==> src/rtl/nmea_sentence_frame_checker_top_macros.svh <==
// Assertion helpers for the frame checker RTL.
`ifndef NMEA_SENTENCE_FRAME_CHECKER_TOP_MACROS_SVH
`define NMEA_SENTENCE_FRAME_CHECKER_TOP_MACROS_SVH

// Same-cycle implication, checked outside reset.
`define NSFC_ASSERT_NOW(label, clk, rst_n, ante, cons, msg) \
    label: assert property (@(posedge clk) disable iff (!rst_n) (ante) |-> (cons)) \
        else $error(msg);

// Next-cycle implication, checked outside reset.
`define NSFC_ASSERT_NEXT(label, clk, rst_n, ante, cons, msg) \
    label: assert property (@(posedge clk) disable iff (!rst_n) (ante) |=> (cons)) \
        else $error(msg);

`endif

==> src/rtl/nsfc_pkg.sv <==
`default_nettype none

package nsfc_pkg;

    localparam int BYTE_W              = 8;
    localparam int LEN_W               = 11;
    localparam int OUT_TDATA_W         = 16;
    localparam int DEF_MAX_FRAME_BYTES = 1024;
    localparam int RECENT_DEPTH        = 4;
    // first position at which the byte four places back may be examined
    localparam int FIRST_EXAMINE_POS   = 5;

    localparam logic [BYTE_W-1:0] CHAR_DOLLAR = 8'h24;
    localparam logic [BYTE_W-1:0] CHAR_STAR   = 8'h2A;
    localparam logic [BYTE_W-1:0] CHAR_CR     = 8'h0D;
    localparam logic [BYTE_W-1:0] CHAR_LF     = 8'h0A;
    localparam logic [BYTE_W-1:0] PRINT_LO    = 8'h20;
    localparam logic [BYTE_W-1:0] PRINT_HI    = 8'h7E;
    localparam logic [BYTE_W-1:0] CHAR_ZERO   = 8'h30;
    localparam logic [BYTE_W-1:0] CHAR_UPPER_A = 8'h41;
    localparam logic [BYTE_W-1:0] CHAR_LOWER_A = 8'h61;
    localparam logic [BYTE_W-1:0] LETTER_BIAS = 8'd10;

    typedef enum logic [1:0] {
        PH_SEARCHING = 2'd0,
        PH_FOUND     = 2'd1,
        PH_STOPPED   = 2'd2
    } t_phase;

    // Check one character against a nibble as a hex digit, either letter case.
    function automatic logic hex_digit_matches(input logic [BYTE_W-1:0] ch,
                                               input logic [3:0]        nib);
        logic [BYTE_W-1:0] nib_ext;
        logic              hit;
        nib_ext = {4'h0, nib};
        if (nib < 4'd10) begin
            hit = (ch == CHAR_ZERO + nib_ext);
        end else begin
            hit = (ch == CHAR_UPPER_A + nib_ext - LETTER_BIAS) ||
                  (ch == CHAR_LOWER_A + nib_ext - LETTER_BIAS);
        end
        return hit;
    endfunction

endpackage

`default_nettype wire

==> src/rtl/nmea_sentence_frame_checker_top.sv <==
// Channel   Dir  tdata (low bit up)            tuser          tlast
// s_axis    in   data_byte[7:0]                -              last_byte
// m_axis    out  frame_length[10:0], 5'b0      frame_valid    -
//
// Throughput: one byte per cycle, sustained while the result register can take each
// last byte. A last byte is judged out of the input register and m_axis_tvalid rises at the next edge.
// Reset: i_rst_n synchronous, active low; clears the search state at once.
// Stalls: non-last bytes keep flowing while a result waits; a last byte is
// held in the input register until the result register frees up.
`default_nettype none
`include "nmea_sentence_frame_checker_top_macros.svh"

module nmea_sentence_frame_checker_top #(
    parameter int MAX_FRAME_BYTES = nsfc_pkg::DEF_MAX_FRAME_BYTES
) (
    input  wire logic                             i_clk,
    input  wire logic                             i_rst_n,
    // slave stream
    input  wire logic                             s_axis_tvalid,
    output logic                                  s_axis_tready,
    input  wire logic [nsfc_pkg::BYTE_W-1:0]      s_axis_tdata,   // data_byte[7:0]
    input  wire logic                             s_axis_tlast,   // last_byte
    // master stream
    output logic                                  m_axis_tvalid,
    input  wire logic                             m_axis_tready,
    output logic [nsfc_pkg::OUT_TDATA_W-1:0]      m_axis_tdata,   // frame_length[10:0], pad
    output logic                                  m_axis_tuser    // frame_valid
);
    import nsfc_pkg::*;

    localparam int POS_W = $clog2(MAX_FRAME_BYTES + 2);
    localparam logic [POS_W-1:0] POS_MAX   = POS_W'(MAX_FRAME_BYTES);
    localparam logic [POS_W-1:0] POS_FIRST = POS_W'(FIRST_EXAMINE_POS);

    // input register
    logic              r_in_valid;
    logic [BYTE_W-1:0] r_in_data;
    logic              r_in_last;

    // search state
    logic [BYTE_W-1:0] r_recent [RECENT_DEPTH];
    logic [POS_W-1:0]  r_pos;
    logic [BYTE_W-1:0] r_xor;
    t_phase            r_phase;
    logic [LEN_W-1:0]  r_frame_end;

    // result register
    logic              r_out_valid;
    logic              r_out_frame_valid;
    logic [LEN_W-1:0]  r_out_length;

    logic              consume;
    t_phase            n_phase;
    logic [BYTE_W-1:0] n_xor;
    logic [LEN_W-1:0]  n_frame_end;
    logic [POS_W-1:0]  n_pos;
    logic              examine;
    logic              start_bad;
    logic              oldest_bad;
    logic              frame_hit;
    logic [POS_W:0]    pos_plus;
    logic              res_valid;

    // Move the held byte into the search; a last byte only when the result slot is free or being taken
    assign consume       = r_in_valid && (!r_in_last || !r_out_valid || m_axis_tready);
    assign s_axis_tready = !r_in_valid || consume;

    // Classify the current byte, the window position and the oldest byte of the window
    always_comb begin
        pos_plus   = {1'b0, r_pos} + {{POS_W{1'b0}}, 1'b1};
        start_bad  = (r_pos == '0) && (r_in_data != CHAR_DOLLAR);
        examine    = (r_pos >= POS_FIRST) && (r_pos <= POS_MAX);
        oldest_bad = (r_recent[0] < PRINT_LO) || (r_recent[0] > PRINT_HI);
        frame_hit  = (r_recent[0] == CHAR_STAR) && (r_recent[3] == CHAR_CR) &&
                     (r_in_data == CHAR_LF) &&
                     hex_digit_matches(r_recent[1], r_xor[7:4]) &&
                     hex_digit_matches(r_recent[2], r_xor[3:0]);
    end

    // Next search phase
    always_comb begin
        n_phase = r_phase;
        if (start_bad) begin
            n_phase = PH_STOPPED;
        end else if (r_phase == PH_SEARCHING && examine) begin
            if (oldest_bad) begin
                n_phase = PH_STOPPED;
            end else if (frame_hit) begin
                n_phase = PH_FOUND;
            end
        end
    end

    // Datapath: running XOR, frame end, position and verdict
    always_comb begin
        n_xor       = r_xor;
        n_frame_end = r_frame_end;
        if (!start_bad && r_phase == PH_SEARCHING && examine && !oldest_bad) begin
            if (r_recent[0] != CHAR_STAR) begin
                n_xor = r_xor ^ r_recent[0];
            end else if (frame_hit) begin
                n_frame_end = LEN_W'(pos_plus);
            end
        end
        n_pos     = (r_pos <= POS_MAX) ? POS_W'(pos_plus) : r_pos;
        res_valid = (n_phase == PH_FOUND) && (n_pos <= POS_MAX);
    end

    // Input register: load on every transaction
    always_ff @(posedge i_clk) begin
        if (!i_rst_n) begin
            r_in_valid <= 1'b0;
        end else if (s_axis_tready) begin
            r_in_valid <= s_axis_tvalid;
        end
        if (s_axis_tready && s_axis_tvalid) begin
            r_in_data <= s_axis_tdata;
            r_in_last <= s_axis_tlast;
        end
    end

    // Search state: advance per byte, clear after a last byte
    always_ff @(posedge i_clk) begin
        if (!i_rst_n || (consume && r_in_last)) begin
            for (int i = 0; i < RECENT_DEPTH; i++) begin
                r_recent[i] <= '0;
            end
            r_pos       <= '0;
            r_xor       <= '0;
            r_phase     <= PH_SEARCHING;
            r_frame_end <= '0;
        end else if (consume) begin
            for (int i = 0; i < RECENT_DEPTH - 1; i++) begin
                r_recent[i] <= r_recent[i+1];
            end
            r_recent[RECENT_DEPTH-1] <= r_in_data;
            r_pos       <= n_pos;
            r_xor       <= n_xor;
            r_phase     <= n_phase;
            r_frame_end <= n_frame_end;
        end
    end

    // Result register: fill on a last byte, drop once taken
    always_ff @(posedge i_clk) begin
        if (!i_rst_n) begin
            r_out_valid <= 1'b0;
        end else if (consume && r_in_last) begin
            r_out_valid <= 1'b1;
        end else if (m_axis_tready) begin
            r_out_valid <= 1'b0;
        end
        if (consume && r_in_last) begin
            r_out_frame_valid <= res_valid;
            r_out_length      <= res_valid ? n_frame_end : '0;
        end
    end

    assign m_axis_tvalid = r_out_valid;
    assign m_axis_tuser  = r_out_frame_valid;
    assign m_axis_tdata  = {{(OUT_TDATA_W-LEN_W){1'b0}}, r_out_length};

    // Checks
    `NSFC_ASSERT_NOW(a_pos_saturates, i_clk, i_rst_n, 1'b1,
        r_pos <= POS_MAX + POS_W'(1), "position ran past saturation")
    `NSFC_ASSERT_NEXT(a_last_clears, i_clk, i_rst_n, consume && r_in_last,
        r_out_valid && (r_pos == '0) && (r_phase == PH_SEARCHING),
        "last byte did not post a result and clear state")
    `NSFC_ASSERT_NOW(a_invalid_zero_len, i_clk, i_rst_n, r_out_valid && !r_out_frame_valid,
        r_out_length == '0, "invalid result with nonzero length")
    `NSFC_ASSERT_NOW(a_valid_min_len, i_clk, i_rst_n,
        r_out_valid && r_out_frame_valid && (MAX_FRAME_BYTES < 2048),
        r_out_length >= LEN_W'(FIRST_EXAMINE_POS + 1), "valid frame shorter than minimum")

endmodule

`default_nettype wire
==> config.mk <==
export PLATFORM = sky130hd
export DESIGN_NAME = nmea_sentence_frame_checker_top
export DESIGN_NICKNAME = d
export VERILOG_FILES = /design/src/rtl/nsfc_pkg.sv /design/src/rtl/nmea_sentence_frame_checker_top.sv
export VERILOG_INCLUDE_DIRS = /design/src /design/src/rtl
export SDC_FILE = /design/constraint.sdc
export NUM_CORES = 1
export LEC_CHECK = 0
export CAP_MARGIN = 20
export CORE_ASPECT_RATIO = 0.8
export CORE_MARGIN = 3
export CORE_UTILIZATION = 40
export DETAILED_ROUTE_END_ITERATION = 12
export DONT_BUFFER_PORTS = 1
export SLEW_MARGIN = 15
export SYNTH_ARGS = -nofsm -noshare
export SYNTH_HDL_FRONTEND = slang
export SYNTH_SLANG_ARGS = --single-unit
==> constraint.sdc <==
create_clock -name i_clk -period 5.7 [get_ports i_clk]
set_input_delay 0.57 -clock i_clk [delete_from_list [all_inputs] [get_ports i_clk]]
set_output_delay 0.57 -clock i_clk [all_outputs]
set_load 0.02 [all_outputs]
==> out/metrics.cfg <==
[run_status]
status = finished clean

[setup_path]
regToRegSetupSlack_ps = 2460
cp_top_family = compound AO/OA/AOI/OAI gates
worstPathArrival_ps = 3290
crit_buf_inv = 1
cp-end-kind = flip-flop
cp.depth = 9
crit_fanout = 12
path_class = flip-flop to flip-flop
worstSetupEndpoint = r_out_length[9]
required_ps = 5750
r2r_cells = 9
rr_endpoint = r_out_length[9]
cp_slowest_cell = o221ai_1
cp-start-kind = flip-flop
max_stage_delay_ps = 800
crit_start = r_xor[5]
worstPathCellList = inv_1 > ha_1 > or4b_2 > o2111ai_1 > a21oi_1 > a31oi_1 > nor4_4 > o221ai_1 > nor2_1
r2r_start = r_xor[5]

[finish]
layout-drive-gt1-share = 0.0584
fill_cells = 983
n_antenna_cell = 0
syn2layout_area_growth_pct = 8.25
nNetsFinal = 424
utilization = 0.451

[routing]
vias_per_cell = 5.43
wl_per_cell_um = 15.9
drc = 0
first_iter_violations = 238
routed_wl_um = 8770
vias = 2991
antenna_left = 0
dr.pass1.iters = 6

[clock_tree]
cts_num_sinks = 87
cts.clk_slew.worst_paths_ps = 60
cts_tree = done
cts_max_level = 3
cts_resized = 0
numCtsBuffers = 9
clock_path_buffers = 2
cts-root-buf = clkbuf_16
clock_latency_ps = 340
postCtsSetupBuffers = 0
hold_buffers = 0

[grt]
grt_pass1_vias = 2832
grt_overflow = 0
grt_start_max_net_pins = 34
antenna_found_initial = 0
track_usage = 0.152
grt_first_pass_wirelength_um = 14400

[yosys]
synth_edf_count = 53
yosys.area.top_type_share = 0.367
synth-main-ff-cell = edfxtp_1
synth_area_leaders = edfxtp_1 (37%), dfxtp_1 (16%), and2_1 (4.8%)
ys_ff_latch = 87
async_flop_share = 0
syn-instance-count = 414
ys_seq_area_frac = 0.524
synth_area_um2 = 4340
ys_types = 56
yosys_warnings = 0
syn_area_per_cell_um2 = 10.5
yosysTopAreaCell = edfxtp_1

[power_and_ir_drop]
powerDensity_nw_per_um2 = 287
p_total_w = 0.00135
sequentialPowerShare = 0.525
combPwrFrac = 0.040
p_clk_frac = 0.435
intPower_w = 0.00105
power.switching_w = 0.000300
p_sw_frac = 0.222
leakage_nw = 1.75
ir_worst_vdd_mv = 0.165

[sta]
setup-violations-final = 0
fin_skew_ps = 6.49
slew_headroom = 0.316
fmax_mhz = 309
period_needed_ps = 3240
rsz0062_at_grt = no
timing.final.max_slew_violations = 0
worstMarginPinSlew_ps = 1030
fin_crit_sh = 0.568
hold_violations = 0
fin_tns_setup_ps = 0

[hold_path]
holdCritStartpoint = s_axis_tlast
hp-class = input port to flip-flop

[floorplan]
die_h_um = 99.1
io_pins = 32
core.rowCount = 33
die_area_um2 = 12100
core-area_um2 = 10400
initial_core_util = 0.417
die_width_um = 122

[placement]
port_buffers = 0
gp_congestion = 0.884
dpl.hpwl_um = 6380

[flow_run]
cap_violations = 0

area by class of cell:
class / count / area [um2] / share of cell area
clock buffer: 10 / 229 / 0.0488
timing repair buffer: 2 / 15.0 / 0.00320
clock inverter: 6 / 68.8 / 0.0147
multi-input combinational: 290 / 1870 / 0.399
tap: 140 / 175 / 0.0373
inverter: 16 / 60.1 / 0.0128
sequential: 87 / 2270 / 0.484
kinds of logic (layout without fill, tap and decap cells):
logic type                 count (synthesis)  after routing  share of synthesized area
xor gates and xnor gates                  26             26                     0.0525
DFF                                       87             87                      0.524
buffers and inverters                     41             34                     0.0473
AOI/OAI and AO/OA                         77             77                      0.126
and+or+nand+nor                          168            168                      0.214
other                                      1              5                   0.000865
adders and majority gates                  5              5                     0.0144
muxes                                      9              9                     0.0208
synth_stat cells (2+ instances only):
library cell / number
inv_1: 16
nor3_2: 2
a211oi_1: 2
o22ai_1: 2
xor2_1: 14
nor3b_1: 2
or4_1: 4
buf_6: 3
o21ai_0: 20
nand3_1: 13
nand2b_1: 7
or3_1: 2
a211o_1: 2
xnor2_1: 12
a21oi_1: 8
nand2_1: 30
mux2i_1: 9
o221ai_1: 2
a21boi_0: 2
o2111ai_1: 4
and2_1: 33
a2111oi_0: 2
dfxtp_1: 34
nor4_4: 2
buf_4: 6
nand4_1: 6
nor2b_1: 3
ha_1: 5
a31oi_1: 6
nor4b_1: 3
o31ai_1: 3
edfxtp_1: 53
and4_1: 3
buf_2: 5
a22o_1: 14
clkbuf_1: 11
nor2_1: 36
nor4_1: 3
nor3_1: 13
per-stage QoR:
stage	cell area [um2]	instances	worst slack (ps)	hold WS, ps
floorplan	4350	418	3100	442
global placement	4400	535	2570	455
detailed placement	4400	535	2500	454
CTS	4690	551	2490	313
global route	4690	551	2210	308
finish	4690	551	2460	324
power groups by stage:
stage / logic (W) / registers, W / clock network, W
2_1_floorplan: 0.0000442 / 0.000715 / 0
3_3_place_gp: 0.0000544 / 0.000720 / 0
3_5_place_dp: 0.0000547 / 0.000721 / 0
4_1_cts: 0.0000551 / 0.000707 / 0.000599
5_1_grt: 0.0000619 / 0.000710 / 0.000624
6_report: 0.0000546 / 0.000708 / 0.000586
worst min-delay path by stage:
stage / to / depth (start not counted)
after detailed placement: r_frame_end[0] / 1
after CTS: r_in_last / 0
final: r_in_last / 0
after global routing: r_in_last / 0
after floorplan: r_frame_end[0] / 1
after global placement: r_frame_end[10] / 1
state kept, by name (all words and copies together), names as in the netlist:
name / cells
r_out_length: 11
r_in_data: 8
m_axis_tvalid: 1
r_recent: 32
r_pos: 11
m_axis_tuser: 1
r_frame_end: 11
r_in_last: 1
r_in_valid: 1
r_phase: 2
r_xor: 8
metal layers:
layer  wire length (um)  track usage
met2               3560        0.202
met3                480       0.0438
met5                  0            0
met1               4570        0.231
met4                155       0.0628
layout by cell type (no fill, tap or decap), types with 2 or more instances in the layout:
master,netlist,final
a2111oi_0,2,2
a211o_1,2,2
a211oi_1,2,2
a21boi_0,2,2
a21oi_1,8,8
a22o_1,14,14
a31oi_1,6,6
and2_1,33,33
and4_1,3,3
buf_4,6,2
clkbuf_16,0,9
conb_1,1,5
dfxtp_1,34,34
edfxtp_1,53,53
ha_1,5,5
inv_1,16,16
inv_6,0,2
mux2i_1,9,9
nand2_1,30,30
nand2b_1,7,7
nand3_1,13,13
nand4_1,6,6
nor2_1,36,36
nor2b_1,3,3
nor3_1,13,13
nor3_2,2,2
nor3b_1,2,2
nor4_1,3,3
nor4_4,2,2
nor4b_1,3,3
o2111ai_1,4,4
o21ai_0,20,20
o221ai_1,2,2
o22ai_1,2,2
o31ai_1,3,3
or3_1,2,2
or4_1,4,4
xnor2_1,12,12
xor2_1,14,14
Note: power is estimated with default switching activity, not from simulation.
